## src/hdl/i2c_rts_pkg.sv

```systemverilog
// shared constants for the i2c register transfer sequencer
// limits, field widths, byte engine status codes, action, result and request codes
// no dependencies
package i2c_rts_pkg;

  localparam int unsigned MaxAddrBytes = 4;
  localparam int unsigned MaxTransfer  = 4096;

  localparam int unsigned ActW   = 3;
  localparam int unsigned CodeW  = 3;
  localparam int unsigned LenW   = 3;
  localparam int unsigned CountW = 13;
  localparam int unsigned InDataW  = 80;
  localparam int unsigned OutDataW = 24;

  // byte engine status codes
  localparam logic [7:0] StStart     = 8'h08;
  localparam logic [7:0] StAddrWAck  = 8'h18;
  localparam logic [7:0] StDataAck   = 8'h28;
  localparam logic [7:0] StRestart   = 8'h10;
  localparam logic [7:0] StAddrRAck  = 8'h40;
  localparam logic [7:0] StRdataAck  = 8'h50;

  // bus actions
  localparam logic [ActW-1:0] ActNone  = 3'd0;
  localparam logic [ActW-1:0] ActStart = 3'd1;
  localparam logic [ActW-1:0] ActSend  = 3'd2;
  localparam logic [ActW-1:0] ActRecv  = 3'd3;
  localparam logic [ActW-1:0] ActStop  = 3'd4;

  // result codes
  localparam logic [CodeW-1:0] ResOk          = 3'd0;
  localparam logic [CodeW-1:0] ResBadParams   = 3'd1;
  localparam logic [CodeW-1:0] ResStartFail   = 3'd2;
  localparam logic [CodeW-1:0] ResAddrNack    = 3'd3;
  localparam logic [CodeW-1:0] ResByteNack    = 3'd4;
  localparam logic [CodeW-1:0] ResRestartFail = 3'd5;
  localparam logic [CodeW-1:0] ResRaddrNack   = 3'd6;
  localparam logic [CodeW-1:0] ResReadFail    = 3'd7;

  // request kinds carried in tuser
  localparam logic ReqCommand = 1'b0;
  localparam logic ReqStatus  = 1'b1;

endpackage

```

## src/hdl/i2c_register_transfer_sequencer.sv

```systemverilog
// i2c register transfer sequencer: command and status stream in, bus action stream out
// one input register, single-pass decision logic, one result register
// depends on i2c_rts_pkg
//
// usage
//   slave channel s_axis: one transaction is either a transfer command (tuser 0) or a
//   status event from the i2c byte engine (tuser 1). a command loads device address,
//   register address (1 to 4 bytes) and byte count and asks for START. each status
//   event then yields the next bus action: address bytes, register bytes msb first,
//   write data (wr_byte consumed when data_taken is set) or a repeated START and reads.
//   an unexpected status ends the transfer with STOP and a nonzero result code.
//   master channel m_axis: exactly one result transaction per input transaction, in
//   order; tlast marks the end of a transfer (done), tuser flags a received byte.
// timing
//   a result is registered: the accept edge loads the input register, and the result register
//   is loaded from it on the next edge at which m_axis can take it; one transaction per cycle is
//   sustained while m_axis_tready_i stays high, set by the single phase update between the registers.
// reset and stalls
//   reset empties both registers and returns the sequencer to idle with cleared state.
//   while m_axis_tready_i is low the result register holds; the input register still
//   takes one more transaction, then s_axis_tready_o drops until the result drains.
module i2c_register_transfer_sequencer (
  input  logic                               clk_i,
  input  logic                               rst_ni,
  // slave channel
  input  logic                               s_axis_tvalid_i,
  output logic                               s_axis_tready_o,
  // device_addr[7:0], register_addr[39:8], addr_len[42:40], data_count[55:43],
  // bus_status[63:56], bus_byte[71:64], wr_byte[79:72]
  input  logic [i2c_rts_pkg::InDataW-1:0]    s_axis_tdata_i,
  // req_type[0]
  input  logic                               s_axis_tuser_i,
  // master channel
  output logic                               m_axis_tvalid_o,
  input  logic                               m_axis_tready_i,
  // action[2:0], tx_byte[10:3], rx_byte[18:11], data_taken[19],
  // result_code[22:20], busy_res[23]
  output logic [i2c_rts_pkg::OutDataW-1:0]   m_axis_tdata_o,
  // rx_valid[0]
  output logic                               m_axis_tuser_o,
  // done_res
  output logic                               m_axis_tlast_o
);

  // phase codes
  localparam logic [2:0] PhIdle    = 3'd0;
  localparam logic [2:0] PhStart   = 3'd1;
  localparam logic [2:0] PhAddr    = 3'd2;
  localparam logic [2:0] PhReg     = 3'd3;
  localparam logic [2:0] PhWdata   = 3'd4;
  localparam logic [2:0] PhRestart = 3'd5;
  localparam logic [2:0] PhRaddr   = 3'd6;
  localparam logic [2:0] PhRdata   = 3'd7;

  localparam logic [i2c_rts_pkg::LenW-1:0] MaxLen =
    i2c_rts_pkg::LenW'(i2c_rts_pkg::MaxAddrBytes);
  localparam logic [i2c_rts_pkg::CountW-1:0] MaxCount =
    i2c_rts_pkg::CountW'(i2c_rts_pkg::MaxTransfer);

  // input register
  logic                               in_valid_q;
  logic [i2c_rts_pkg::InDataW-1:0]    in_data_q;
  logic                               in_user_q;

  // result register
  logic                               out_valid_q;
  logic [i2c_rts_pkg::OutDataW-1:0]   out_data_q, out_data_d;
  logic                               out_user_q, out_user_d;
  logic                               out_last_q, out_last_d;

  // sequencer state
  logic [2:0]                         phase_q, phase_d;
  logic [7:0]                         dev_q, dev_d;
  logic [31:0]                        reg_q, reg_d;
  logic [i2c_rts_pkg::LenW-1:0]       abl_q, abl_d;
  logic [i2c_rts_pkg::CountW-1:0]     left_q, left_d;

  logic out_load;
  logic advance;

  // unpacked fields of the held transaction
  logic [7:0]                         f_dev;
  logic [31:0]                        f_reg;
  logic [i2c_rts_pkg::LenW-1:0]       f_len;
  logic [i2c_rts_pkg::CountW-1:0]     f_cnt;
  logic [7:0]                         f_status;
  logic [7:0]                         f_rbyte;
  logic [7:0]                         f_wbyte;

  // decision outputs
  logic [i2c_rts_pkg::ActW-1:0]       act;
  logic [7:0]                         tx;
  logic [7:0]                         rx;
  logic                               rxv;
  logic                               taken;
  logic                               done;
  logic [i2c_rts_pkg::CodeW-1:0]      code;
  logic [i2c_rts_pkg::CodeW-1:0]      fail;

  // next register address byte, msb first
  logic [i2c_rts_pkg::LenW-1:0]       abl_dec;
  logic [7:0]                         reg_byte;
  logic [i2c_rts_pkg::CountW-1:0]     left_dec;
  logic                               bad_cmd;

  assign f_dev    = in_data_q[7:0];
  assign f_reg    = in_data_q[39:8];
  assign f_len    = in_data_q[42:40];
  assign f_cnt    = in_data_q[55:43];
  assign f_status = in_data_q[63:56];
  assign f_rbyte  = in_data_q[71:64];
  assign f_wbyte  = in_data_q[79:72];

  assign out_load        = !out_valid_q || m_axis_tready_i;
  assign advance         = in_valid_q && out_load;
  assign s_axis_tready_o = !in_valid_q || advance;

  assign abl_dec  = abl_q - 1'b1;
  assign reg_byte = reg_q[{abl_dec[1:0], 3'b000} +: 8];
  assign left_dec = left_q - 1'b1;
  assign bad_cmd  = (f_len == '0) || (f_len > MaxLen) ||
                    (f_cnt == '0) || (f_cnt > MaxCount);

  always_comb begin
    phase_d = phase_q;
    dev_d   = dev_q;
    reg_d   = reg_q;
    abl_d   = abl_q;
    left_d  = left_q;
    act     = i2c_rts_pkg::ActNone;
    tx      = '0;
    rx      = '0;
    rxv     = 1'b0;
    taken   = 1'b0;
    done    = 1'b0;
    code    = i2c_rts_pkg::ResOk;
    fail    = i2c_rts_pkg::ResOk;

    if (in_user_q == i2c_rts_pkg::ReqCommand) begin
      // a command while busy is dropped
      if (phase_q == PhIdle) begin
        if (bad_cmd) begin
          done = 1'b1;
          code = i2c_rts_pkg::ResBadParams;
        end else begin
          dev_d   = f_dev;
          reg_d   = f_reg;
          abl_d   = f_len;
          left_d  = f_cnt;
          act     = i2c_rts_pkg::ActStart;
          phase_d = PhStart;
        end
      end
    end else begin
      unique case (phase_q)
        PhStart: begin
          if (f_status == i2c_rts_pkg::StStart) begin
            act     = i2c_rts_pkg::ActSend;
            tx      = {dev_q[7:1], 1'b0};
            phase_d = PhAddr;
          end else begin
            fail = i2c_rts_pkg::ResStartFail;
          end
        end
        PhAddr: begin
          if (f_status == i2c_rts_pkg::StAddrWAck) begin
            act     = i2c_rts_pkg::ActSend;
            tx      = reg_byte;
            abl_d   = abl_dec;
            phase_d = PhReg;
          end else begin
            fail = i2c_rts_pkg::ResAddrNack;
          end
        end
        PhReg: begin
          priority if (f_status != i2c_rts_pkg::StDataAck) begin
            fail = i2c_rts_pkg::ResByteNack;
          end else if (abl_q != '0) begin
            act   = i2c_rts_pkg::ActSend;
            tx    = reg_byte;
            abl_d = abl_dec;
          end else if (dev_q[0]) begin
            act     = i2c_rts_pkg::ActStart;
            phase_d = PhRestart;
          end else begin
            act     = i2c_rts_pkg::ActSend;
            tx      = f_wbyte;
            taken   = 1'b1;
            left_d  = left_dec;
            phase_d = PhWdata;
          end
        end
        PhWdata: begin
          priority if (f_status != i2c_rts_pkg::StDataAck) begin
            fail = i2c_rts_pkg::ResByteNack;
          end else if (left_q != '0) begin
            act    = i2c_rts_pkg::ActSend;
            tx     = f_wbyte;
            taken  = 1'b1;
            left_d = left_dec;
          end else begin
            act     = i2c_rts_pkg::ActStop;
            done    = 1'b1;
            phase_d = PhIdle;
          end
        end
        PhRestart: begin
          if (f_status == i2c_rts_pkg::StRestart) begin
            act     = i2c_rts_pkg::ActSend;
            tx      = dev_q;
            phase_d = PhRaddr;
          end else begin
            fail = i2c_rts_pkg::ResRestartFail;
          end
        end
        PhRaddr: begin
          if (f_status == i2c_rts_pkg::StAddrRAck) begin
            act     = i2c_rts_pkg::ActRecv;
            phase_d = PhRdata;
          end else begin
            fail = i2c_rts_pkg::ResRaddrNack;
          end
        end
        PhRdata: begin
          if (f_status == i2c_rts_pkg::StRdataAck) begin
            rx     = f_rbyte;
            rxv    = 1'b1;
            left_d = left_dec;
            // last byte is also acked, then stop
            if (left_dec == '0) begin
              act     = i2c_rts_pkg::ActStop;
              done    = 1'b1;
              phase_d = PhIdle;
            end else begin
              act = i2c_rts_pkg::ActRecv;
            end
          end else begin
            fail = i2c_rts_pkg::ResReadFail;
          end
        end
        default: begin
          // status while idle is ignored
          phase_d = PhIdle;
        end
      endcase

      if (fail != i2c_rts_pkg::ResOk) begin
        act     = i2c_rts_pkg::ActStop;
        tx      = '0;
        done    = 1'b1;
        code    = fail;
        phase_d = PhIdle;
      end
    end

    out_data_d = {(phase_d != PhIdle), code, taken, rx, tx, act};
    out_user_d = rxv;
    out_last_d = done;
  end

  // control registers
  always_ff @(posedge clk_i or negedge rst_ni) begin
    if (!rst_ni) begin
      in_valid_q  <= 1'b0;
      out_valid_q <= 1'b0;
      phase_q     <= PhIdle;
      dev_q       <= '0;
      reg_q       <= '0;
      abl_q       <= '0;
      left_q      <= '0;
    end else begin
      if (s_axis_tready_o) begin
        in_valid_q <= s_axis_tvalid_i;
      end
      if (out_load) begin
        out_valid_q <= in_valid_q;
      end
      if (advance) begin
        phase_q <= phase_d;
        dev_q   <= dev_d;
        reg_q   <= reg_d;
        abl_q   <= abl_d;
        left_q  <= left_d;
      end
    end
  end

  // payload registers
  always_ff @(posedge clk_i) begin
    if (s_axis_tready_o && s_axis_tvalid_i) begin
      in_data_q <= s_axis_tdata_i;
      in_user_q <= s_axis_tuser_i;
    end
    if (advance) begin
      out_data_q <= out_data_d;
      out_user_q <= out_user_d;
      out_last_q <= out_last_d;
    end
  end

  assign m_axis_tvalid_o = out_valid_q;
  assign m_axis_tdata_o  = out_data_q;
  assign m_axis_tuser_o  = out_user_q;
  assign m_axis_tlast_o  = out_last_q;

  // a finished transfer never reports busy
  a_done_not_busy: assert property (@(posedge clk_i) disable iff (!rst_ni)
    (m_axis_tvalid_o && m_axis_tlast_o) |-> !m_axis_tdata_o[23])
    else $error("done result reports busy");

  // a received byte only comes with a receive or stop action
  a_rx_action: assert property (@(posedge clk_i) disable iff (!rst_ni)
    (m_axis_tvalid_o && m_axis_tuser_o) |->
      (m_axis_tdata_o[2:0] == i2c_rts_pkg::ActRecv ||
       m_axis_tdata_o[2:0] == i2c_rts_pkg::ActStop))
    else $error("rx byte without receive action");

  // write data is consumed only by a send
  a_taken_send: assert property (@(posedge clk_i) disable iff (!rst_ni)
    (m_axis_tvalid_o && m_axis_tdata_o[19]) |->
      (m_axis_tdata_o[2:0] == i2c_rts_pkg::ActSend))
    else $error("data taken without send");

  // an error code only ends a transfer
  a_code_done: assert property (@(posedge clk_i) disable iff (!rst_ni)
    (m_axis_tvalid_o && m_axis_tdata_o[22:20] != i2c_rts_pkg::ResOk) |-> m_axis_tlast_o)
    else $error("result code without done");

endmodule

```

## config.mk

```make
export PLATFORM = sky130hd
export DESIGN_NAME = i2c_register_transfer_sequencer
export DESIGN_NICKNAME = d
export VERILOG_FILES = /design/src/hdl/i2c_rts_pkg.sv /design/src/hdl/i2c_register_transfer_sequencer.sv
export SDC_FILE = /design/constraint.sdc
export NUM_CORES = 1
export LEC_CHECK = 0
export BUFFER_PORTS_ARGS = -buffer_cell sky130_fd_sc_hd__buf_2
export CELL_PAD_IN_SITES_DETAIL_PLACEMENT = 1
export CELL_PAD_IN_SITES_GLOBAL_PLACEMENT = 1
export CORE_MARGIN = 1.5
export CORE_UTILIZATION = 49
export CTS_CLUSTER_DIAMETER = 200
export DETAILED_ROUTE_END_ITERATION = 10
export GPL_ROUTABILITY_DRIVEN = 0
export PLACE_DENSITY_LB_ADDON = 0.08
export RECOVER_POWER = 100
export SETUP_SLACK_MARGIN = 0.2
export SYNTH_ARGS = -nofsm -noshare
export SYNTH_HDL_FRONTEND = slang
export SYNTH_SLANG_ARGS = --single-unit
```

## constraint.sdc

```tcl
create_clock -name clk_i -period 7.4 [get_ports clk_i]
set_input_delay 1.85 -clock clk_i [delete_from_list [all_inputs] [get_ports clk_i]]
set_output_delay 1.85 -clock clk_i [all_outputs]
set_load 0.01 [all_outputs]
```

# Word-level counts from Yosys, hierarchy flattened
# Index checks and enable logic that the tools add are counted.
# word_totals
output_inout_bits	28
inputBits	85
wordCells	157
register_bits	168
# op_classes
n_mux	86
n_lt_le_gt_ge	2
n_reduce_logical	25
eq_ne	24
add_sub_neg	2
bitwise_logic	2
shifts	1
# op_table
operator	n
2-to-1 mux 13 bit	9
2-to-1 mux 3 bit	33
2-to-1 mux 8 bit	8
case mux 3 bit (7 select lines)	2
case mux 8 bit (5 select lines)	1
case mux 13 bit (3 select lines)	1
variable part select 32 x 6 -> 8 bit	1
zero test 13 bit	2
!= test 3 bit (second input constant)	8
2-to-1 mux 1 bit	19
2-to-1 mux 2 bit	9
case mux 3 bit (6 select lines)	1
equality test 8 x 5 -> 1 bit (second input constant)	2
equality test 8 x 7 -> 1 bit (second input constant)	2
greater-than comparator 13 bit (second input constant)	1
nonzero test 13 bit	1
subtractor 13 x 1 -> 13 bit (second input constant)	1
equality test 3 bit (second input constant)	4
AND reduction 10 bit	1
nonzero test 3 bit	3
equality test 8 x 4 -> 1 bit (second input constant)	1
!= test 8 x 6 -> 1 bit (second input constant)	1
AND reduction 7 bit	1
equality test 3 x 2 -> 1 bit (second input constant)	2
18 further kinds	28

# Logic depth before layout (Yosys ltp)
# Gate-level depths: netlist (run 1).
# logic_depth
ltp_word	8
depth_mapped	10

# Least setup slack after synthesis (run 1)
# Ideal clock, no wire load.
# synth_timing
path_type	in2reg
start	input port m_axis_tready_i
end	register in_data_q[0] (netlist bit), enable pin
t_arrival_ps	3955
stages	2
required_ps	6952
setup_slack_ps	2996
path_cell_list	nand3b_1 -> and2_1
# synth_via
elab_chain_cells	4
# synth_rtl
item	line_no	rtl
start: declaration	i2c_register_transfer_sequencer.sv:35	input logic m_axis_tready_i,
logical OR 1 bit	i2c_register_transfer_sequencer.sv:114	assign out_load = !out_valid_q || m_axis_tready_i;
logical AND 1 bit	i2c_register_transfer_sequencer.sv:115	assign advance = in_valid_q && out_load;
logical OR 1 bit	i2c_register_transfer_sequencer.sv:116	assign s_axis_tready_o = !in_valid_q || advance;
logical AND 1 bit	i2c_register_transfer_sequencer.sv:290	if (s_axis_tready_o && s_axis_tvalid_i) begin
end signal: assignment	i2c_register_transfer_sequencer.sv:291	in_data_q <= s_axis_tdata_i;
end: declaration	i2c_register_transfer_sequencer.sv:62	logic [i2c_rts_pkg::InDataW-1:0] in_data_q;
# Every way passes these cells.
# A chain may end at the register's enable or synchronous reset.

# Worst setup path in the final report (run 1)
# layout_timing
start	input port m_axis_tready_i
end	register in_data_q[55] (netlist bit), enable pin
# Same word-level chain as after synthesis.

==> reports/results.env, run 1 <==
VIAS_AFTER_DETAILED_ROUTING=5342
IR_WORST_VDD_uV=254
CLKTRANSATPATHREGS_NS=0.06
OUTCOME='finished, violations left'
PERIOD_SHARE_PCT=65.7
CLOCK_PATH_BUFFERS=2
VIASPERCELL=5.86
SYNTH-EDFF-COUNT=107
FLOORPLAN.INITIALDENSITY_PCT=50.7
DRT.ANTENNA.VIOLATING_NETS=0
USE_MET3_PCT=6.12
GRT_USE_MET2_PCT=39.9
FINALSETUPTNS_NS=0
PLACED_WIRE_LENGTH_ESTIMATE_AFTER_DETAILED_PLACEMENT_UM=12500
NUMBER_OF_DETAILED_ROUTE_ITERATIONS_IN_THE_FIRST_PASS=10
DIEHEIGHT_UM=126
YS_TOP_CELLS_BY_AREA='edfxtp_1 (43%), dfrtp_1 (21%), nand2_1 (7.6%)'
SYNTH.YOSYS.WARNINGS=0
SYNTH-MAIN-FF-CELL='edfxtp_1'
DRC_ERRORS=7
SYN-CELL-AREA_UM2=7430
CAP_VIOLATIONS=5
CRIT_FANOUT=81
SETUP_VIOLATIONS_FINAL=0
SYNTHESIZED_AREA_PER_CELL_UM2=12.2
GLOBALROUTE.TOTALOVERFLOW=0
POST_SYNTH_INST_COUNT=609
ARRIVAL_NS=4.82
HOLD_FIX_BUFFERS_CTS=0
SYN-NUM-NETS=698
PORT_BUFFERS=112
CLOCK_SKEW_NS=0.0132
TIGHTESTPINTRANSITION_NS=3.60
GLOBAL_ROUTE.USAGE.MET1_PCT=34.0
GLOBAL_ROUTE.USAGE.TOTAL_PCT=25.0
POSTCTSSETUPREPAIRBUFS=0
SYNTH_SEQ_CELLS=168
SYNTH.LIB_CELLS_USED.DISTINCT=73
HIGHEST_CLOCK_FREQUENCY_THE_DESIGN_CAN_MEET_MHz=206
SYNTH_TOP_AREA_SHARE_PCT=43.3
INITIAL_ANTENNA_VIOLATION_COUNT=0
CLOCK_SINK_COUNT=168
FAILED_CHECKS='design-rule violations, max-capacitance violations, max-slew violations'
CRIT_PATH_START_KIND='input pin'
WORST_SKEW_PAIR.LATE_LATENCY_NS=0.44
UNREPAIRED_SETUP_ENDPOINTS_AFTER_GLOBAL_ROUTING='false'
CORE-AREA_UM2=14600
SYNTH-SEQ-AREA-SHARE_PCT=63.8
HOLDWS_NS=0.444
WORSTSETUPENDPOINTTYPE='flop'
WORST-SETUP-PATH-TYPE='in -> reg'
CTS_RESIZED=0
DIEAREA_UM2=15900
REQUIRED_NS=7.36
BOUNDARYPINS=113
GR-MAX-USAGE-LAYER='met2'
STATIC-LEAKAGE-POWER_nW=3.44
VIA_COUNT_OF_THE_FIRST_GLOBAL_ROUTING_PASS=5604
DETAIL_ROUTE.ITER0.VIOLATIONS=408
CTS_INSERTED_BUFFERS=17
WL_UM=18600
GRT_PASS1_WL_UM=30300
TIMING.FINAL.MAX_SLEW_VIOLATIONS=244
POWER.DENSITY_CELL_AREA_nW_PER_UM2=315
DIEWIDTH_UM=126
AREA.GROWTH.SYNTH_TO_FINAL_PCT=15.1
CTS.ROOT.BUFFER_CELL='clkbuf_16'
ASYNCSETRESETFLOPFRACSYNTH_PCT=36.3
FINAL_NET_COUNT=803
TRITONCTS_CLOCK_TREE='yes'
SYNTH_AREA_LEADER_CELL='edfxtp_1'
WORSTHOLDPATHTYPE='reg -> reg'
DRIVE_GT1_SHARE_PCT=17.9
HIGHEST_COUNT_CELLS_IN_THE_LAYOUT_IGNORING_FILL_AND_TAPS='nand2_1 (151), edfxtp_1 (107), buf_2 (78)'
LAYOUT_COMMONEST_CELL='nand2_1'
FINALHOLDVIOLATIONS=0
GRT_MAX_DEGREE=82
AVGROUTEDWIREPERCELL_UM=20.4
FP-ROW-COUNT=44
H-TREE-DEPTH=4
TIMING.FINAL.CRIT_PERIOD_NS=4.86
MAX-SLEW-MARGIN-REL_PCT=-140
INSERTEDDIODECOUNT=0
==> power by group <==
part | internal, mW | switching [mW] | total (mW) | leakage [nW]
Clock | 0.497 | 0.368 | 0.865 | 0.276
Combinational | 0.219 | 0.283 | 0.503 | 1.35
Sequential | 1.18 | 0.141 | 1.32 | 1.81
==> stage by stage <==
stage | power (mW) | setup slack [ns] | utilization [%] | instance area (um^2) | instances
global route | 2.82 | 2.09 | 58.4 | 8550 | 911
floorplan | 1.66 | 3.00 | - | 7430 | 609
detailed placement | 1.85 | 3.20 | 55.2 | 8090 | 879
global placement | 1.80 | 3.27 | 55.2 | 8090 | 879
finish | 2.69 | 2.54 | 58.4 | 8550 | 911
CTS | 2.71 | 3.19 | 59.1 | 8650 | 911
==> layer usage <==
metal,routed length (um),vias to the layer above
li1,-,2459
met1,8310,2669
met2,8940,184
met3,1030,30
met4,312,0
met5,0,-
==> cells by family (layout without fill, tap and decap cells) <==
| family | after synthesis | after routing | synth area share (%) |
|---|---|---|---|
| and+or+nand+nor | 287 | 287 | 19.2 |
| xor gates and xnor gates | 5 | 5 | 0.589 |
| DFF | 168 | 168 | 63.8 |
| muxes | 10 | 10 | 2.76 |
| buffers and inverters | 41 | 159 | 2.85 |
| AOI/OAI and AO/OA | 94 | 94 | 10.1 |
| adders and majority gates | 4 | 4 | 0.674 |
==> critical path, cell delays in order <==
cell,delay (ns)
clkbuf_1,0.10
nand3b_1,0.18
and2_1,2.60
==> layout make-up <==
cell class,count,area (um^2)
Timing Repair Buffer,117,544
Fill cell,1546,6090
Sequential cell,168,4740
Multi-Input combinational cell,400,2440
Tap cell,184,230
Inverter,10,37.5
Clock inverter,11,123
Clock buffer,21,440
==> flip-flops by register name (all words and copies together), names as in the netlist <==
signal,flops
in_data_q,80
reg_q,32
m_axis_tdata_o,24
left_q,13
dev_q,8
abl_q,3
phase_q,3
in_user_q,1
in_valid_q,1
m_axis_tlast_o,1
m_axis_tuser_o,1
m_axis_tvalid_o,1
==> path summary, 6_finish.rpt <==
kind,to,depth (start not counted),start,slack (ns)
max reg2reg,m_axis_tdata_o[12],6,in_data_q[58],2.68
max,in_data_q[55],3,m_axis_tready_i,2.54
min in group asynchronous,left_q[0],2,rst_ni,2.70
max in group asynchronous,m_axis_tvalid_o,2,rst_ni,2.67
min reg2reg,dev_q[1],2,in_data_q[1],0.44
min,dev_q[1],2,in_data_q[1],0.44
==> cell usage after synthesis (all sizes together), types with 11 or more instances <==
| master | count |
|---|---|
| a21oi | 11 |
| and2 | 11 |
| buf | 19 |
| clkbuf | 12 |
| dfrtp | 61 |
| edfxtp | 107 |
| nand2 | 151 |
| nand2b | 12 |
| nand3 | 13 |
| nor2 | 31 |
| nor3 | 15 |
| o21ai | 15 |
(Power assumes the default switching activity.)
==> run 2: changes to the inputs <==
--- a/config.mk
+++ b/config.mk
@@ -5,11 +5,12 @@
 export SDC_FILE = /design/constraint.sdc
 export NUM_CORES = 1
 export LEC_CHECK = 0
+export ABC_AREA = 1
 export BUFFER_PORTS_ARGS = -buffer_cell sky130_fd_sc_hd__buf_2
 export CELL_PAD_IN_SITES_DETAIL_PLACEMENT = 1
 export CELL_PAD_IN_SITES_GLOBAL_PLACEMENT = 1
 export CORE_MARGIN = 1.5
-export CORE_UTILIZATION = 49
+export CORE_UTILIZATION = 41
 export CTS_CLUSTER_DIAMETER = 200
 export DETAILED_ROUTE_END_ITERATION = 10
 export GPL_ROUTABILITY_DRIVEN = 0
==> constraint.sdc (replaced) <==
create_clock -name clk_i -period 4.12 [get_ports clk_i]
set_input_delay 1.03 -clock clk_i [delete_from_list [all_inputs] [get_ports clk_i]]
set_output_delay 1.03 -clock clk_i [all_outputs]
set_load 0.01 [all_outputs]
==> reports/results.env, run 2 <==
OUTCOME='finished, violations left'
FAILED_CHECKS='max-capacitance violations, max-slew violations'
POST-PLACE-CELLS=969
AREA.GROWTH.SYNTH_TO_FINAL_PCT=17.4
LAYOUTNONFILLERINSTCOUNT=1001
LARGEST-REGISTER='in_data_q'
WORSTHOLDPATHTYPE='reg -> reg'
TIMING.FINAL.CRIT_PERIOD_NS=3.14
BOUNDARYPINS=113
CTS_INSERTED_BUFFERS=17
POSTCTSSETUPREPAIRBUFS=0
CLOCK_SINK_COUNT=168
GLOBAL_ROUTE.USAGE.TOTAL_PCT=19.8
PORT_BUFFERS=112
FINALHOLDVIOLATIONS=0
YS_TOP_CELLS_BY_COUNT='nand2_1 (119), edfxtp_1 (107), nor2_1 (83)'
GLOBALROUTE.TOTALOVERFLOW=0
CRIT_FANOUT=19
ASYNCSETRESETFLOPFRACSYNTH_PCT=36.3
VIASPERCELL=5.06
SYNTH_TOP_AREA_SHARE_PCT=43.9
GRT_PASS1_WL_UM=27900
TIMING.FINAL.MAX_SLEW_VIOLATIONS=75
NUMBER_OF_DETAILED_ROUTE_ITERATIONS_IN_THE_FIRST_PASS=4
CLOCK_PATH_BUFFERS=2
YS_TOP_CELLS_BY_AREA='edfxtp_1 (44%), dfrtp_1 (21%), nand2_1 (6.1%)'
POST_SYNTH_INST_COUNT=642
DIEWIDTH_UM=137
TIGHTESTPINTRANSITION_NS=2.38
DRT.ANTENNA.VIOLATING_NETS=0
HIGHEST_CLOCK_FREQUENCY_THE_DESIGN_CAN_MEET_MHz=319
YOSYSMOSTFREQUENTCELL='nand2_1'
LAYOUT_COMMONEST_CELL='nand2_1'
DIEHEIGHT_UM=137
DIEAREA_UM2=18700
HOLD_FIX_BUFFERS_CTS=0
TRITONCTS_CLOCK_TREE='yes'
PERIOD_SHARE_PCT=76.1
SYNTH-SEQ-AREA-SHARE_PCT=64.7
CRITPATHMOSTFREQUENTCELL='inv_1'
SLOWEST_DELAY_NS=0.97
FP-ROW-COUNT=48
DRC_ERRORS=0
SYN-NUM-NETS=731
FLOORPLAN.INITIALDENSITY_PCT=42.2
CTS.ROOT.BUFFER_CELL='clkbuf_16'
WL_UM=17000
VIAS_AFTER_DETAILED_ROUTING=5067
WORSTSETUPENDPOINTTYPE='flop'
IR_WORST_VDD_uV=409
INITIAL_ANTENNA_VIOLATION_COUNT=0
POWER.DENSITY_CELL_AREA_nW_PER_UM2=608
WORSTPATHCELLLIST='inv_1, ha_1, nand2_1, inv_1, nand3_1, o21ai_0, a221oi_1, nor2_1'
SYNTHESIZED_AREA_PER_CELL_UM2=11.4
CLOCK_SKEW_NS=0.0243
CLKTRANSATPATHREGS_NS=0.08
STATIC-LEAKAGE-POWER_nW=3.65
SYNTH_SEQ_CELLS=168
SYNTH-EDFF-COUNT=107
FINAL_NET_COUNT=852
UNREPAIRED_SETUP_ENDPOINTS_AFTER_GLOBAL_ROUTING='false'
HIGHEST_COUNT_CELLS_IN_THE_LAYOUT_IGNORING_FILL_AND_TAPS='nand2_1 (121), edfxtp_1 (107), nor2_1 (87)'
INSERTEDDIODECOUNT=0
PLACED_WIRE_LENGTH_ESTIMATE_AFTER_DETAILED_PLACEMENT_UM=12300
VIA_COUNT_OF_THE_FIRST_GLOBAL_ROUTING_PASS=5469
SYNTH-MAIN-FF-CELL='edfxtp_1'
REQUIRED_NS=4.40
SYNTH_AREA_LEADER_CELL='edfxtp_1'
DETAIL_ROUTE.ITER0.VIOLATIONS=284
SYNTH.LIB_CELLS_USED.DISTINCT=38
CPMAXSTAGEDELAYCELL='o21ai_0'
CAP_VIOLATIONS=2
GRT_MAX_DEGREE=45
CTS_RESIZED=0
DRIVE_GT1_SHARE_PCT=23.8
H-TREE-DEPTH=4
SYNTH.YOSYS.WARNINGS=0
WORST_SKEW_PAIR.LATE_LATENCY_NS=0.44
FINALSETUPTNS_NS=0
AVGROUTEDWIREPERCELL_UM=17.0
CORE-AREA_UM2=17400
WORST-SETUP-PATH-TYPE='reg -> reg'
CRIT_PATH_START_KIND='flop'
MAX-SLEW-MARGIN-REL_PCT=-58.6
SYN-CELL-AREA_UM2=7320
LARGEST_REGISTER_FFS=80
SETUP_VIOLATIONS_FINAL=0
ARRIVAL_NS=3.42
-- run 2: changes by cell type after synthesis, sizes merged, moves of 9 or more --
cell and delta:
nand2 -28, nand3 +14, nor2 +64, buf -12
o21ai +25, and2 -11, mux2 +37, inv +55
nor3 -9, nand2b -12, o211ai +9
-- run 2: final timing paths --
check / from / to / slack, ns / cells past startpoint
max: abl_q[0] / m_axis_tdata_o[3] / 0.98 / 8
min: in_data_q[6] / dev_q[6] / 0.48 / 1
max reg2reg: abl_q[0] / m_axis_tdata_o[3] / 0.98 / 8
min reg2reg: in_data_q[6] / dev_q[6] / 0.48 / 1
max in group asynchronous: rst_ni / reg_q[11] / 1.45 / 1
min in group asynchronous: rst_ni / reg_q[28] / 1.31 / 1
-- run 2: worst max-delay path: cells and delay by family (launching register included) --
family / cells / cell delay [ns]
flip-flops: 1 / 0.57
AO/OA/AOI/OAI: 2 / 1.18
AND/OR/NAND/NOR: 3 / 0.40
adder cells (fa/ha/maj): 1 / 0.24
buffers and inverters: 2 / 0.61
-- run 2: report_power, final --
group          switching [mW]  internal, mW  leakage, nW
clock network           0.744         0.870        0.296
registers               0.257          2.20         1.77
logic                   0.702         0.460         1.58
total                    1.70          3.53         3.65
-- run 2: metrics by stage --
| stage | utilization (%) | power [mW] | instance area [um^2] | setup WS (ns) | hold slack [ns] |
|---|---|---|---|---|---|
| after floorplan | - | 3.27 | 7320 | 0.808 | 0.455 |
| after global routing | 49.6 | 5.55 | 8600 | 0.596 | 0.503 |
| after CTS | 50.3 | 5.34 | 8730 | 1.32 | 0.485 |
| after global placement | 46.8 | 3.63 | 8130 | 1.28 | 0.461 |
| after detailed placement | 46.8 | 3.71 | 8130 | 1.12 | 0.465 |
| final | 49.6 | 5.23 | 8600 | 0.984 | 0.480 |
-- run 2: logic make-up after synthesis --
family	count (synthesis)	synth area share, %
simple gates	261	15.9
flops	168	64.7
compound gates	86	7.81
buf+inv	80	4.42
mux	38	5.84
xor+xnor	5	0.598
fa+ha+maj	4	0.683
-- run 2: area by class of cell --
class / instances / area (um^2)
timing repair buffer: 117 / 547
tap: 225 / 282
clock buffer: 17 / 425
sequential: 168 / 4740
clock inverter: 15 / 180
multi-input combinational: 394 / 2180
inverter: 65 / 248
fill: 1926 / 8760
-- run 2: layer usage --
layer,part of all wire [%],wire (um),track usage (%),vias to the layer above
met5,0,0,0,-
met4,1.2,197,6.56,0
met3,3.2,550,3.74,14
met2,52,8810,35.1,97
met1,44,7430,24.1,2507
li1,-,-,-,2449
==> run 3: changes to the inputs <==
==> constraint.sdc (replaced) <==
create_clock -name clk_i -period 2.7 [get_ports clk_i]
set_input_delay 0.675 -clock clk_i [delete_from_list [all_inputs] [get_ports clk_i]]
set_output_delay 0.675 -clock clk_i [all_outputs]
set_load 0.01 [all_outputs]
==> reports/results.env, run 3 (synthesis results as in run 2) <==
PATH_DELAY_FAMILY='simple AND/OR/NAND/NOR gates'
LARGEST-REGISTER='in_data_q'
PORT_BUFFERS=112
GLOBALROUTE.TOTALOVERFLOW=0
CTS_INSERTED_BUFFERS=17
LARGEST_REGISTER_FFS=80
WL_UM=16900
TRITONCTS_CLOCK_TREE='yes'
CLOCK_PATH_BUFFERS=2
CAP_VIOLATIONS=0
DRIVE_GT1_SHARE_PCT=26.2
CTS.ROOT.BUFFER_CELL='clkbuf_16'
BOUNDARYPINS=113
CLKTRANSATPATHREGS_NS=0.07
FILL_CELLS=1926
H-TREE-DEPTH=4
WORSTHOLDPATHTYPE='in -> reg'
AREA.GROWTH.SYNTH_TO_FINAL_PCT=18.4
CRITICAL_PATH_BUF_INV_COUNT=1
TOP_LAYER_USED='met5'
INITIAL_ANTENNA_VIOLATION_COUNT=1
DETAIL_ROUTE.ITER0.VIOLATIONS=191
ROUTED_METAL_1_WIRELENGTH_UM=7560
AVGROUTEDWIREPERCELL_UM=16.8
SETUP_SLACK_NS=0.359
CRIT_FANOUT=9
PLACED_WIRE_LENGTH_ESTIMATE_AFTER_DETAILED_PLACEMENT_UM=12400
MET3ROUTEDLENGTH_UM=620
FLOORPLAN.INITIALDENSITY_PCT=42.2
PERIOD_SHARE_PCT=86.7
INSERTEDDIODECOUNT=0
DIEAREA_UM2=18700
GRT_PASS1_WL_UM=27600
MET2_WIRELENGTH_UM=8410
CORE-AREA_UM2=17400
CRITPATHMOSTFREQUENTCELL='nand3_1'
IR_WORST_VDD_uV=471
STATIC-LEAKAGE-POWER_nW=3.65
WORSTPATHCELLLIST='inv_1, ha_4, nand3_1, nor2_4, nand4_1, nand3_1, o21ai_1, a221oi_1, nor2_1'
DRT.ANTENNA.VIOLATING_NETS=0
SETUP_VIOLATIONS_FINAL=0
VIA_COUNT_OF_THE_FIRST_GLOBAL_ROUTING_PASS=5472
OUTCOME='finished, final reports clean'
DP_WORST_SETUP_SLACK_NS=0.356
WORST_SKEW_PAIR.LATE_LATENCY_NS=0.43
GRT_MAX_DEGREE=43
MAX-SLEW-MARGIN-REL_PCT=10.3
HIGHEST_COUNT_CELLS_IN_THE_LAYOUT_IGNORING_FILL_AND_TAPS='nand2_1 (120), edfxtp_1 (107), nor2_1 (82)'
UNREPAIRED_SETUP_ENDPOINTS_AFTER_GLOBAL_ROUTING='false'
WORST-SETUP-PATH-TYPE='reg -> reg'
POWER.DENSITY_CELL_AREA_nW_PER_UM2=909
ARRIVAL_NS=2.50
FINALHOLDVIOLATIONS=0
DIEHEIGHT_UM=137
CLOCK_SKEW_NS=0.0112
VIASPERCELL=5.02
VIAS_AFTER_DETAILED_ROUTING=5061
TIGHTESTPINTRANSITION_NS=1.34
TIMING.FINAL.MAX_SLEW_VIOLATIONS=0
REQUIRED_NS=2.86
NUMBER_OF_DETAILED_ROUTE_ITERATIONS_IN_THE_FIRST_PASS=4
LAYOUT_COMMONEST_CELL='nand2_1'
HIGHEST_CLOCK_FREQUENCY_THE_DESIGN_CAN_MEET_MHz=427
FINALSETUPTNS_NS=0
CRIT_PATH_START_KIND='flop'
TIMING.FINAL.CRIT_PERIOD_NS=2.34
GLOBAL_ROUTE.USAGE.TOTAL_PCT=19.5
WORSTSETUPENDPOINTTYPE='flop'
HOLD_FIX_BUFFERS_CTS=0
DIEWIDTH_UM=137
CPMAXSTAGEDELAYCELL='dfrtp_1'
DRC_ERRORS=0
CLOCK_SINK_COUNT=168
FINAL_NET_COUNT=860
FP-ROW-COUNT=48
SLOWEST_DELAY_NS=0.39
[run 3: changes by cell type in the layout (fill, tap and decap cells not counted), sizes merged]
cell	change
buf	+5
clkbuf	+4
clkinv	-4
clkinvlp	+3
bufinv	-1
[run 3: routing by layer]
layer	track usage [%]	up-vias
met5	0	-
met4	6.15	2
met3	4.30	25
met2	33.3	103
met1	24.6	2479
li1	-	2452
[run 3: what timing repair did]
action,CTS,global route
setup endpoints to repair,0,3
resized for setup,0,7
setup buffers,0,2
[run 3: report_power, final]
part / internal (mW) / switching [mW]
combinational: 0.758 / 1.16
clock: 1.20 / 1.06
sequential: 3.36 / 0.351
total: 5.31 / 2.57
[run 3: cell type report]
class	count	area, um^2	area share (%)
timing repair buffer	125	613	7.07
tap	225	282	3.25
clock buffer	18	429	4.95
multi-input combinational	394	2250	25.9
inverter	65	248	2.86
clock inverter	13	113	1.30
sequential	168	4740	54.6
[run 3: worst reg2reg max path, stage by stage, from the launching register on]
cell,delay [ns]
dfrtp_1,0.39
inv_1,0.15
ha_4,0.17
nand3_1,0.18
nor2_4,0.20
nand4_1,0.16
nand3_1,0.15
o21ai_1,0.27
a221oi_1,0.35
nor2_1,0.07
[run 3: worst paths after layout]
check,from,to,slack (ns),depth (start not counted)
worst max-delay path,left_q[1],m_axis_tdata_o[3],0.36,9
worst min-delay path,s_axis_tdata_i[28],in_data_q[28],0.42,1
worst max register to register,left_q[1],m_axis_tdata_o[3],0.36,9
worst min register to register,in_data_q[5],dev_q[5],0.48,1
max in group asynchronous,rst_ni,in_valid_q,0.52,2
min in group asynchronous,rst_ni,reg_q[28],0.53,1
[run 3: per-stage QoR]
| stage | util [%] | hold slack [ns] | total power, mW | instance area, um^2 | std cells |
|---|---|---|---|---|---|
| floorplan | - | 0.379 | 4.99 | 7340 | 642 |
| global placement | 47.5 | 0.460 | 5.62 | 8240 | 975 |
| detailed placement | 47.5 | 0.468 | 5.69 | 8240 | 975 |
| CTS | 50.6 | 0.259 | 7.99 | 8780 | 1006 |
| global route | 50.0 | 0.400 | 8.37 | 8670 | 1008 |
| finish | 50.0 | 0.419 | 7.88 | 8670 | 1008 |
